--- config.mk ---
export PLATFORM = sky130hd
export DESIGN_NAME = modular_inverse
export DESIGN_NICKNAME = d
export VERILOG_FILES = /design/src/hw/rtl/mi_pkg.sv /design/src/hw/rtl/modular_inverse.sv
export SDC_FILE = /design/constraint.sdc
export NUM_CORES = 1
export LEC_CHECK = 0
export BUFFER_PORTS_ARGS = -buffer_cell sky130_fd_sc_hd__buf_4
export CAP_MARGIN = 30
export CORE_UTILIZATION = 50
export CTS_CLUSTER_SIZE = 14
export DETAILED_ROUTE_END_ITERATION = 10
export PLACE_DENSITY = 0.81
export SLEW_MARGIN = 20
export SYNTH_ARGS = -nofsm -noshare
export SYNTH_HDL_FRONTEND = slang
export SYNTH_SLANG_ARGS = --single-unit
export TNS_END_PERCENT = 1
--- constraint.sdc ---
create_clock -name clk -period 5.72 [get_ports clk]
set_clock_uncertainty 0.05 [all_clocks]
set_input_delay 0.286 -clock clk [delete_from_list [all_inputs] [get_ports clk]]
set_output_delay 0.286 -clock clk [all_outputs]
set_load 0.05 [all_outputs]
--- src/hw/rtl/mi_pkg.sv ---
// ----------------------------------------------------------------------------
// mi_pkg: shared definitions for the modular inverse block
// Operand width, counter width and the operand type.
// ----------------------------------------------------------------------------
`default_nettype none

package mi_pkg;

  localparam int DATA_WIDTH = 32;
  localparam int CNT_W      = $clog2(DATA_WIDTH);

  typedef logic [DATA_WIDTH-1:0] data_t;
  typedef logic [CNT_W-1:0]      cnt_t;

endpackage : mi_pkg

`default_nettype wire

--- src/hw/rtl/modular_inverse.sv ---
// ----------------------------------------------------------------------------
// modular_inverse: modular inverse by the extended Euclidean algorithm
// Returns value^-1 mod modulus with an existence flag, one result per beat.
// ----------------------------------------------------------------------------
// Usage: write the modulus through cfg_we/cfg_wdata while the block is idle
// (reset value 2). Each input beat on in_value produces exactly one result
// beat with out_inverse in 0..modulus-1 and out_has_inverse set, or both zero
// when value is zero, not below the modulus, or shares a factor with it.
// One item is in flight at a time. Each Euclid step runs as a shift-and-
// subtract long division: the divisor and its Bezout coefficient are shifted
// left one bit per cycle until aligned under the dividend, then shifted back
// right one bit per cycle while one quotient bit is resolved per cycle. All
// Euclid steps share a single subtract and accumulate datapath. Rejected
// values skip the division and go straight to the result. A new beat is
// accepted while the previous result still waits in the output register.
// ----------------------------------------------------------------------------
`default_nettype none

module modular_inverse (
  input  wire            clk,
  input  wire            rst_n,
  // configuration
  input  wire            cfg_we,
  input  mi_pkg::data_t  cfg_wdata,
  // input channel
  input  wire            in_valid,
  output logic           in_ready,
  input  mi_pkg::data_t  in_value,
  // result channel
  output logic           out_valid,
  input  wire            out_ready,
  output mi_pkg::data_t  out_inverse,
  output logic           out_has_inverse
);
  import mi_pkg::*;

  localparam logic [2:0] ST_IDLE  = 3'd0;
  localparam logic [2:0] ST_CHECK = 3'd1;
  localparam logic [2:0] ST_ALIGN = 3'd2;
  localparam logic [2:0] ST_DIV   = 3'd3;
  localparam logic [2:0] ST_FIN   = 3'd4;

  // control
  logic [2:0] state_r, state_nxt;
  logic       odd_r, odd_nxt;          // parity of completed Euclid steps
  cnt_t       j_r, j_nxt;              // current quotient bit position
  logic       out_valid_r, out_valid_nxt;
  data_t      modulus_r, modulus_nxt;

  // datapath
  data_t      m_r, m_nxt;              // modulus latched for this item
  data_t      r0_r, r0_nxt, r1_r, r1_nxt;
  data_t      s0_r, s0_nxt, s1_r, s1_nxt;
  data_t      d_r, d_nxt;              // shifted divisor r1 << j
  data_t      t_r, t_nxt;              // shifted coefficient s1 << j
  data_t      out_inverse_r, out_inverse_nxt;
  logic       out_has_r, out_has_nxt;

  logic       in_beat;
  logic       out_free;
  logic       reject;
  logic       can_grow;
  logic       sub_ok;
  data_t      r0_sub, s0_add;
  data_t      s0_red, inv_val;
  logic       ok;

  assign in_ready        = (state_r == ST_IDLE);
  assign in_beat         = in_valid && in_ready;
  assign out_valid       = out_valid_r;
  assign out_inverse     = out_inverse_r;
  assign out_has_inverse = out_has_r;
  assign out_free        = !out_valid_r || out_ready;

  // refuse values with no possible inverse before any iteration
  assign reject   = (modulus_r < data_t'(2)) || (in_value == '0) || (in_value >= modulus_r);

  // the divisor may still double without passing the dividend
  assign can_grow = !d_r[DATA_WIDTH-1] && ({d_r, 1'b0} <= {1'b0, r0_r});

  // one quotient bit: subtract the aligned divisor, accumulate the coefficient
  assign sub_ok = (r0_r >= d_r);
  assign r0_sub = r0_r - d_r;
  assign s0_add = s0_r + t_r;

  // reduce the final coefficient and fix its sign
  assign ok      = (r0_r == data_t'(1));
  assign s0_red  = (s0_r == m_r) ? '0 : s0_r;
  assign inv_val = (odd_r || (s0_red == '0)) ? s0_red : (m_r - s0_red);

  always_comb begin
    state_nxt       = state_r;
    odd_nxt         = odd_r;
    j_nxt           = j_r;
    out_valid_nxt   = out_valid_r;
    modulus_nxt     = modulus_r;
    m_nxt           = m_r;
    r0_nxt          = r0_r;
    r1_nxt          = r1_r;
    s0_nxt          = s0_r;
    s1_nxt          = s1_r;
    d_nxt           = d_r;
    t_nxt           = t_r;
    out_inverse_nxt = out_inverse_r;
    out_has_nxt     = out_has_r;

    if (cfg_we) begin
      modulus_nxt = cfg_wdata;
    end

    // drop the result once taken
    if (out_valid_r && out_ready) begin
      out_valid_nxt = 1'b0;
    end

    unique case (state_r)
      ST_IDLE: begin
        if (in_beat) begin
          m_nxt   = modulus_r;
          r0_nxt  = reject ? '0 : modulus_r;
          r1_nxt  = in_value;
          s0_nxt  = '0;
          s1_nxt  = data_t'(1);
          odd_nxt = 1'b0;
          state_nxt = reject ? ST_FIN : ST_CHECK;
        end
      end
      ST_CHECK: begin
        if (r1_r == '0) begin
          state_nxt = ST_FIN;
        end else begin
          d_nxt     = r1_r;
          t_nxt     = s1_r;
          j_nxt     = '0;
          state_nxt = ST_ALIGN;
        end
      end
      ST_ALIGN: begin
        if (can_grow) begin
          d_nxt = {d_r[DATA_WIDTH-2:0], 1'b0};
          t_nxt = {t_r[DATA_WIDTH-2:0], 1'b0};
          j_nxt = j_r + cnt_t'(1);
        end else begin
          state_nxt = ST_DIV;
        end
      end
      ST_DIV: begin
        if (j_r == '0) begin
          // quotient complete: rotate remainders and coefficients
          r0_nxt    = r1_r;
          r1_nxt    = sub_ok ? r0_sub : r0_r;
          s0_nxt    = s1_r;
          s1_nxt    = sub_ok ? s0_add : s0_r;
          odd_nxt   = !odd_r;
          state_nxt = ST_CHECK;
        end else begin
          if (sub_ok) begin
            r0_nxt = r0_sub;
            s0_nxt = s0_add;
          end
          d_nxt = {1'b0, d_r[DATA_WIDTH-1:1]};
          t_nxt = {1'b0, t_r[DATA_WIDTH-1:1]};
          j_nxt = j_r - cnt_t'(1);
        end
      end
      ST_FIN: begin
        // hold until the output register is free
        if (out_free) begin
          out_valid_nxt   = 1'b1;
          out_has_nxt     = ok;
          out_inverse_nxt = ok ? inv_val : '0;
          state_nxt       = ST_IDLE;
        end
      end
      default: begin
        state_nxt = ST_IDLE;
      end
    endcase
  end

  always_ff @(posedge clk) begin
    if (!rst_n) begin
      state_r     <= ST_IDLE;
      odd_r       <= 1'b0;
      j_r         <= '0;
      out_valid_r <= 1'b0;
      modulus_r   <= data_t'(2);
    end else begin
      state_r     <= state_nxt;
      odd_r       <= odd_nxt;
      j_r         <= j_nxt;
      out_valid_r <= out_valid_nxt;
      modulus_r   <= modulus_nxt;
    end
  end

  always_ff @(posedge clk) begin
    m_r           <= m_nxt;
    r0_r          <= r0_nxt;
    r1_r          <= r1_nxt;
    s0_r          <= s0_nxt;
    s1_r          <= s1_nxt;
    d_r           <= d_nxt;
    t_r           <= t_nxt;
    out_inverse_r <= out_inverse_nxt;
    out_has_r     <= out_has_nxt;
  end

`ifndef ASSERT_OFF
  a_fail_zero: assert property (@(posedge clk) disable iff (!rst_n)
    (out_valid && !out_has_inverse) |-> (out_inverse == '0))
    else $error("refused result carries a nonzero inverse");

  a_inv_range: assert property (@(posedge clk) disable iff (!rst_n)
    (out_valid && out_has_inverse) |-> (out_inverse < m_r))
    else $error("inverse not below modulus");

  a_rem_order: assert property (@(posedge clk) disable iff (!rst_n)
    (state_r == ST_CHECK) |-> (r0_r > r1_r))
    else $error("remainder sequence not decreasing");

  a_div_nonzero: assert property (@(posedge clk) disable iff (!rst_n)
    ((state_r == ST_ALIGN) || (state_r == ST_DIV)) |-> (d_r != '0))
    else $error("zero divisor in long division");

  a_busy: assert property (@(posedge clk) disable iff (!rst_n)
    (in_valid && in_ready) |=> !in_ready)
    else $error("second item accepted while busy");
`endif

endmodule : modular_inverse

`default_nettype wire
Word-level counts from Yosys, hierarchy flattened
Cells that the tools add are included.

operators by class
  reduce and logical (&&, ||, !) cells = 23
  mux-type cells = 42
  eq/ne operators = 13
  magnitude comparators = 4
  $add $sub $neg = 5

operators by type and width
  operator                                                               number
  32-bit two-way mux                                                     19
  32-bit one-hot mux with 2 select lines                                 4
  32-bit one-hot mux with 3 select lines                                 2
  32-bit zero test                                                       3
  32-bit greater-or-equal comparator                                     2
  32-bit subtractor                                                      2
  33-bit by 32-bit less-or-equal comparator with 1-bit output            1
  32-bit adder                                                           1
  32-bit by 1-bit == test with 1-bit output, second input constant       1
  32-bit == test                                                         1
  32-bit by 2-bit < comparator with 1-bit output, second input constant  1
  3-bit two-way mux                                                      6
  5-bit two-way mux                                                      3
  3-bit one-hot mux with 5 select lines                                  1
  5-bit one-hot mux with 3 select lines                                  1
  2-bit inequality test, second input constant                           6
  4-bit AND reduction                                                    2
  3-bit by 2-bit == test with 1-bit output, second input constant        2
  2-bit AND reduction                                                    3
  5-bit by 1-bit adder with 5-bit output, second input constant          1
  5-bit zero test                                                        1
  1-bit two-way mux                                                      5
  5-bit by 1-bit subtractor with 5-bit output, second input constant     1
  1-bit logical OR                                                       4
  10 further kinds                                                       14

storage, ports and cells
  flip-flop bits (word level) = 299
  word-level logic and storage cells = 101
  output and inout bits = 35

Depth between registers and ports, before layout
Gate-level depths: netlist of run 1.

  depth in word-level cells = 6
  mapped depth = 19

Least setup slack after synthesis of run 1
OpenSTA, ideal clock, no wires.

  path kind = register -> register
  from = register state_r[2]
  to = register odd_r
  library setup time = 0.121 ns
  stages on the path, launching flop included = 8
  data arrival time = 6.149 ns
  slack = -0.600 ns
  clock period less this slack = 6.320 ns
  path through = dfxtp_1 -> nor2b_1 -> clkbuf_1 -> nand2_1 -> clkbuf_1 -> o21ai_0 -> or2_2 -> a21oi_1

on the way
  word-level cells in the longest chain between the ends = 4
  elaborated cells between the ends (all ways) = 8
  those cells by class = eq/ne: 3; mux: 1; reduce/logical: 4

ends and longest elaborated chain
  element                                                     RTL line                                       source
  from (decl)                                                 modular_inverse.sv:44                          logic [2:0] state_r, state_nxt;
  from (signal assigned)                                      modular_inverse.sv:189                         state_r <= state_nxt;
  3-bit zero test                                             modular_inverse.sv:68, modular_inverse.sv:116
  1-bit logical AND                                           modular_inverse.sv:69                          assign in_beat = in_valid && in_ready;
  2-bit by 1-bit inequality test with 1-bit output (no line)  -
  3-bit AND reduction (no line)                               -
  to (signal assigned)                                        modular_inverse.sv:190                         odd_r <= odd_nxt;
  to (decl)                                                   modular_inverse.sv:45                          logic odd_r, odd_nxt;

Parallel ways exist; a longest one is shown, timed or not.
A chain may end at the register's enable or synchronous reset.

Worst setup path in the final report of run 1
  from = register s0_r[12]
  to = register out_inverse_r[28], in the netlist out_inverse[28], data pin

on the way
  word-level cells in the longest chain between the ends = 5
  elaborated cells between the ends (all ways) = 6
  those cells by class = add/sub: 1; eq/ne: 1; mux: 2; reduce/logical: 2

ends and longest elaborated chain
  element                                                                    RTL line                source
  from (decl)                                                                modular_inverse.sv:53   data_t s0_r, s0_nxt, s1_r, s1_nxt;
  from (signal assigned)                                                     modular_inverse.sv:201  s0_r <= s0_nxt;
  32-bit == test                                                             modular_inverse.sv:88   assign s0_red = (s0_r == m_r) ? '0 : s0_r;
  32-bit two-way mux *                                                       modular_inverse.sv:88
  parallel branches: the longest is 2 deep, another holds 32-bit subtractor  -
  32-bit two-way mux *                                                       modular_inverse.sv:89   assign inv_val = (odd_r || (s0_red == '0)) ? s0_red : (m_r - s0_red);
  to (signal assigned)                                                       modular_inverse.sv:205  out_inverse_r <= out_inverse_nxt;
  to (decl)                                                                  modular_inverse.sv:56   data_t out_inverse_r, out_inverse_nxt;

Mark *: on every way between the ends.

==> qor.yml, run 1 <==
placed_design:
  io_buffers: 103
  place.gp.congestion: 0.9485
  dpl_cell_area_um2: 22180
  dpl.hpwl_um: 53440
  preCtsSetupSlack_ns: 0.6677
  dp_cells: 2826
sta:
  rsz0062_at_grt: "false"
  finalSetupViolCount: 0
  worstMarginPinSlew_ns: 0.9132
  max_freq_ghz: 0.1949
  finalMaxSlewViolations: 0
  fin_crit_ns: 5.131
  finalSetupTns_ns: 0
  whs_ns: 0.02379
  max-slew-margin-rel_pct: 38.98
  fin_ws_ns: 0.5894
  finalCritPeriodShare_pct: 89.70
  hold_viol: 0
logic_synthesis:
  synthesis.nets: 2475
  synthCells: 2241
  ys_seq_area_share_pct: 41.32
  yosysTopAreaCell: "edfxtp_1"
  synth_top_cell_area_share_pct: 37.26
  netlist_top_cells_count: "edfxtp_1 (257), nand2_1 (239), nor2_1 (238)"
  synth_cell_types: 76
  synth_flop_cell: "edfxtp_1"
  postSynthRegisterBits: 299
  synth-edff-count: 257
  avgSynthCellArea_um2: 9.242
  yosysMostFrequentCell: "edfxtp_1"
  postSynth.asyncResetShare_pct: 0
  synth_area_leaders: "edfxtp_1 (37%), ha_1 (9.7%), mux2i_1 (5.8%)"
  yosys_warnings: 0
  syn_area_um2: 20710
route:
  routedWlPerCell_um: 24.64
  drt_wl_total_um: 72110
  vias_per_cell: 6.296
  dr.pass1.iters: 7
  via_count: 18430
  drt_iter0_markers: 1865
  drtAntennaViolNets: 0
  drt_drc_violations_left: 0
clock_network:
  clk_latency_ns: 0.55
  post_cts_buffers: 0
  cts_root_buf: "clkbuf_16"
  cts_tree: "done"
  cts_hold_buf: 34
  cts_buffer_depth: 3
  cts_resized: 0
  cts_buffers: 36
  h-tree-depth: 2
  cts.sinks: 299
  clkTransAtPathRegs_ns: 0.06
worst_setup_path:
  cp_top_family: "compound AO/OA/AOI/OAI gates"
  cp_max_fo: 27
  cpPeakStageDelay_ns: 0.57
  startpoint_type: "flip-flop"
  endpoint_kind: "flip-flop"
  cp.required_ns: 5.96
  crit_type: "reg -> reg"
  worst_path_max_delay_cell: "nor4_1"
  arrival_ns: 5.37
  crit_chain: "xnor2_1 > nand4_1 > nor4_1 > nand2_1 > buf_4 > nand2_1 > ha_1 > a21o_1 > a21o_1 > o21a_1 > o41ai_1 > nand3_1 > o21ai_0 > o31ai_1 > or2_2 > a32o_1"
  worst-path-buf-inv: 1
hold_path:
  hp-class: "in -> reg"
final_layout:
  multi_input_area_um2: 11290
  drive_above_1_share_pct: 10.15
  area_growth_pct: 14.67
  final_cell_area_um2: 23750
  nets: 2602
  final-seq-area_um2: 8562
  instances_no_fill: 2927
  fill_cells: 3577
  fin_util_pct: 58.17
grt:
  overflow: 0
  grt_pass1_wl_um: 107500
  grtUsageTotal_pct: 34.18
  antenna_found_initial: 11
  grt_start_max_net_pins: 147
  first_global_vias: 18040
pwr:
  vdd_ir_drop_max_v: 0.0002748
  power_mw: 7.746
  powerDensity_nw_per_um2: 326.1
  cellLeakagePower_nw: 9.810
floorplan:
  row_count: 74
  core_area_um2: 40830
  io_pins: 104
  design.die.area_um2: 42240
  die_w_um: 205.5
  start_util_pct: 50.72
  die_h_um: 205.5
run_status:
  outcome: "completed"
job:
  cap_violations: 0
## final cells by class
cell class / count / area share [%]
Clock inverter: 12 / 0.5532
Sequential cell: 299 / 36.05
Multi-Input combinational cell: 1716 / 47.54
Tap cell: 532 / 2.803
Antenna cell: 2 / 0.02107
Timing Repair Buffer: 186 / 6.575
Inverter: 129 / 2.039
Clock buffer: 51 / 4.420
## path summary, 6_finish.rpt
check | depth (start not counted) | end | startpoint | slack (ns)
hold reg to reg | 2 | j_r[2]$_SDFFE_PN0P_ | j_r[2]$_SDFFE_PN0P_ | 0.46
setup / recovery | 16 | out_inverse[28]$_SDFFCE_PN0P_ | s0_r[12]$_SDFFCE_PN0P_ | 0.59
hold / removal | 4 | out_valid$_SDFF_PN0_ | out_ready | 0.02
setup reg to reg | 16 | out_inverse[28]$_SDFFCE_PN0P_ | s0_r[12]$_SDFFCE_PN0P_ | 0.59
## state kept, by name (all words and copies together) (netlist names)
| name | cells |
|---|---|
| d_r | 32 |
| j_r | 5 |
| m_r | 32 |
| modulus_r | 32 |
| odd_r | 1 |
| out_has_inverse | 1 |
| out_inverse | 32 |
| out_valid | 1 |
| r0_r | 32 |
| r1_r | 32 |
| s0_r | 32 |
| s1_r | 32 |
| state_r | 3 |
| t_r | 32 |
## kinds of logic after synthesis
| family | share of synthesized area [%] |
|---|---|
| multiplexers | 6.198 |
| buffers and inverters | 4.416 |
| flip-flops | 41.32 |
| AO/OA/AOI/OAI | 17.86 |
| adder cells (fa/ha/maj) | 10.11 |
| XOR/XNOR | 4.694 |
| AND/OR/NAND/NOR | 15.40 |
## power breakdown
group / internal, mW / switching [mW]
clock network: 1.41 / 0.947
logic: 0.962 / 1.50
registers: 2.66 / 0.268
total: 5.03 / 2.72
## layer usage
layer	track usage, %	vias to the layer above	share of wire (%)
met5	0	-	0.11
li1	-	8410	-
met2	54.51	948	45
met3	7.507	271	9.5
met1	41.55	8786	38
met4	22.41	12	6.9
## worst register-to-register path, stage by stage (launching register included)
cell and delay (ns):
edfxtp_1 0.49, xnor2_1 0.22, nand4_1 0.21, nor4_1 0.57
nand2_1 0.37, buf_4 0.35, nand2_1 0.14, ha_1 0.29
a21o_1 0.18, a21o_1 0.19, o21a_1 0.17, o41ai_1 0.42
nand3_1 0.15, o21ai_0 0.34, o31ai_1 0.21, or2_2 0.30
a32o_1 0.25
## cells in the final DEF, fill, tap and decap left out, drive strengths merged, types with 42 or more instances in the layout
cell,count
a21o,60
clkbuf,51
buf,152
dfxtp,42
o21ai,207
nor4,46
nand2,239
mux2i,120
inv,129
nor2,239
xnor2,84
a21oi,194
edfxtp,257
ha,161
(Power assumes the default switching activity.)
==> run 2: changes to the inputs <==
--- a/config.mk
+++ b/config.mk
@@ -7,6 +7,7 @@
 export LEC_CHECK = 0
 export BUFFER_PORTS_ARGS = -buffer_cell sky130_fd_sc_hd__buf_4
 export CAP_MARGIN = 30
+export CORE_MARGIN = 8
 export CORE_UTILIZATION = 50
 export CTS_CLUSTER_SIZE = 14
 export DETAILED_ROUTE_END_ITERATION = 10
==> constraint.sdc (replaced) <==
create_clock -name clk -period 4.46 [get_ports clk]
set_clock_uncertainty 0.05 [all_clocks]
set_input_delay 0.223 -clock clk [delete_from_list [all_inputs] [get_ports clk]]
set_output_delay 0.223 -clock clk [all_outputs]
set_load 0.05 [all_outputs]
==> qor.yml, run 2 (synthesis results as in run 1) <==
worst_setup_path:
  timing.rr.start: "m_r[1]$_DFFE_PP_"  # was s0_r[12]$_SDFFCE_PN0P_
  cpPeakStageDelay_ns: 0.46  # was 0.57 ns
  crit_chain: "xnor2_1 > nand4_1 > nor4_2 > nand2_1 > buf_8 > nand2_1 > ha_1 > a21o_1 > a21o_1 > o21a_1 > o41ai_4 > nand3_1 > o211ai_1 > a21oi_1 > o21ai_1 > nand2b_1 > xnor2_1 > o21ai_0"  # was xnor2_1 > nand4_1 > nor4_1 > nand2_1 > buf_4 > nand2_1 > ha_1 > a21o_1 > a21o_1 > o21a_1 > o41ai_1 > nand3_1 > o21ai_0 > o31ai_1 > or2_2 > a32o_1
  setup.worst_path.start: "m_r[1]$_DFFE_PP_"  # was s0_r[12]$_SDFFCE_PN0P_
  reg2reg_to: "out_inverse[26]$_SDFFCE_PN0P_"  # was out_inverse[28]$_SDFFCE_PN0P_
  endpoint_kind: "flip-flop"  # unchanged
  cp_max_fo: 17  # was 27
  cp.required_ns: 4.69  # was 5.96 ns
  cp_top_family: "compound AO/OA/AOI/OAI gates"  # unchanged
  startpoint_type: "flip-flop"  # unchanged
  ff2ff_path_depth: 18  # was 16
  ff2ff_setup_slack_ns: 0.22  # was 0.59 ns
  worst_path_max_delay_cell: "edfxtp_1"  # was nor4_1
  arrival_ns: 4.47  # was 5.37 ns
  crit_type: "reg -> reg"  # unchanged
  worst-path-buf-inv: 1  # unchanged
final_layout:
  drive_above_1_share_pct: 12.11  # was 10.15%
  final_cell_area_um2: 24280  # was 23,750 µm²
  layout_commonest_cell: "edfxtp_1"  # unchanged
  area_growth_pct: 17.25  # was 14.67%
  nets: 2654  # was 2,602
  most-common-layout-cells: "edfxtp_1 (257), nor2_1 (238), nand2_1 (235)"  # was edfxtp_1 (257), nor2_1 (238), nand2_1 (236)
sta:
  finalMaxSlewViolations: 0  # unchanged
  hold_viol: 0  # unchanged
  max_freq_ghz: 0.2361  # was 0.1949 GHz
  fin_ws_ns: 0.2239  # was 0.5894 ns
  finalSetupViolCount: 0  # unchanged
  whs_ns: 0.01594  # was 0.02379 ns
  worstMarginPinSlew_ns: 0.8905  # was 0.9132 ns
  max-slew-margin-rel_pct: 40.43  # was 38.98%
  fin_crit_ns: 4.236  # was 5.131 ns
  finalCritPeriodShare_pct: 94.98  # was 89.70%
hold_path:
  min_path_cells: 4  # unchanged
  hp-class: "in -> reg"  # unchanged
  worstHoldStart: "out_ready"  # unchanged
  hold_path_end: "out_valid$_SDFF_PN0_"  # unchanged
route:
  dr.pass1.iters: 6  # was 7
  drt_wl_total_um: 69590  # was 72,110 µm
  drt_iter0_markers: 2086  # was 1,865
  routedWlPerCell_um: 23.31  # was 24.64 µm
  drtAntennaViolNets: 0  # unchanged
  via_count: 18870  # was 18,430
  drt_drc_violations_left: 0  # unchanged
  vias_per_cell: 6.318  # was 6.296
pwr:
  vdd_ir_drop_max_v: 0.0003583  # was 0.0002748 V
  power_mw: 9.877  # was 7.746 mW
  cellLeakagePower_nw: 10.05  # was 9.810 nW
  powerDensity_nw_per_um2: 406.7  # was 326.1 nW/µm²
clock_network:
  cts_tree: "done"  # unchanged
  cts.sinks: 299  # unchanged
  clk_latency_ns: 0.54  # was 0.55 ns
  h-tree-depth: 2  # unchanged
  cts_root_buf: "clkbuf_16"  # unchanged
  cts_buffers: 35  # was 36
  cts_buffer_depth: 3  # unchanged
  clkTransAtPathRegs_ns: 0.06  # about the same
placed_design:
  dpl_cell_area_um2: 22410  # was 22,180 µm²
  preCtsSetupSlack_ns: 0.06004  # was 0.6677 ns
  io_buffers: 103  # unchanged
  place.gp.congestion: 0.9883  # was 0.9485
  dpl.hpwl_um: 50160  # was 53,440 µm
grt:
  first_global_vias: 18440  # was 18,040
  antenna_found_initial: 5  # was 11
  grt_pass1_wl_um: 106300  # was 107,500 µm
  overflow: 0  # unchanged
  grtUsageTotal_pct: 28.21  # was 34.18%
  grt_start_max_net_pins: 84  # was 147
floorplan:
  start_util_pct: 50.72  # unchanged
  design.die.area_um2: 48190  # was 42,240 µm²
  die_h_um: 219.5  # was 205.5 µm
  io_pins: 104  # unchanged
  row_count: 74  # unchanged
  core_area_um2: 40830  # unchanged
  die_w_um: 219.5  # was 205.5 µm
job:
  cap_violations: 0  # unchanged
run_status:
  outcome: "completed"  # unchanged
run 2: cell count changes in the layout (fill, tap and decap cells not counted), sizes merged:
cell	previous run	this run
dlygate4sd3	34	52
clkinv	9	7
clkbuf	51	52
buf	152	187
diode	2	9
run 2: stage by stage:
stage / setup TNS, ns / std cells / utilization, %
6_report: 0 / 2986 / 59.47
5_1_grt: -0.01185 / 2977 / 59.42
4_1_cts: 0 / 2972 / 58.94
3_5_place_dp: 0 / 2858 / 54.88
3_3_place_gp: 0 / 2858 / 54.88
2_1_floorplan: -5.370 / 2241 / -
run 2: repair_timing:
item	in CTS	in global routing
setup endpoints to repair	0	8
endpoints found under the hold margin	51	0
resized for setup	0	31
hold buffers	52	0
setup buffers	0	5
run 2: report_power, final:
part / switching [mW] / internal [mW] / total (mW) / leakage, nW
sequential: 0.306 / 3.41 / 3.71 / 2.85
clock: 1.20 / 1.73 / 2.93 / 0.553
combinational: 1.94 / 1.30 / 3.24 / 6.65
total: 3.44 / 6.43 / 9.88 / 10.1
run 2: worst max path at each step:
stage / cells after the start / endpoint
6_report: 18 / out_inverse[26]$_SDFFCE_PN0P_
5_1_grt: 20 / out_inverse[30]$_SDFFCE_PN0P_
4_1_cts: 19 / out_inverse[26]$_SDFFCE_PN0P_
3_5_place_dp: 20 / out_inverse[31]$_SDFFCE_PN0P_
3_3_place_gp: 20 / out_inverse[31]$_SDFFCE_PN0P_
2_1_floorplan: 6 / odd_r$_SDFFE_PN0P_
run 2: worst min-delay path, cell delays in order:
cell and delay, ns:
buf_4 0.08, nor2b_1 0.08, nor2_1 0.12, nor2_1 0.05
run 2: final cells by class:
| class | instances | area (µm²) |
|---|---|---|
| Sequential cell | 299 | 8562 |
| Tap cell | 532 | 665.6 |
| Clock inverter | 10 | 136.4 |
| Fill cell | 3380 | 16550 |
| Inverter | 129 | 484.2 |
| Multi-Input combinational cell | 1716 | 11440 |
| Timing Repair Buffer | 239 | 1969 |
| Clock buffer | 52 | 1001 |
| Antenna cell | 9 | 22.52 |
run 2: layer usage:
| layer | up-vias | track usage (%) | routed length, µm | share of wire (%) |
|---|---|---|---|---|
| met2 | 1065 | 47.01 | 32580 | 47 |
| met3 | 338 | 6.088 | 6684 | 9.6 |
| li1 | 8526 | - | - | - |
| met4 | 0 | 17.33 | 4917 | 7.1 |
| met5 | - | 0 | 0 | 0 |
| met1 | 8937 | 33.00 | 25410 | 37 |
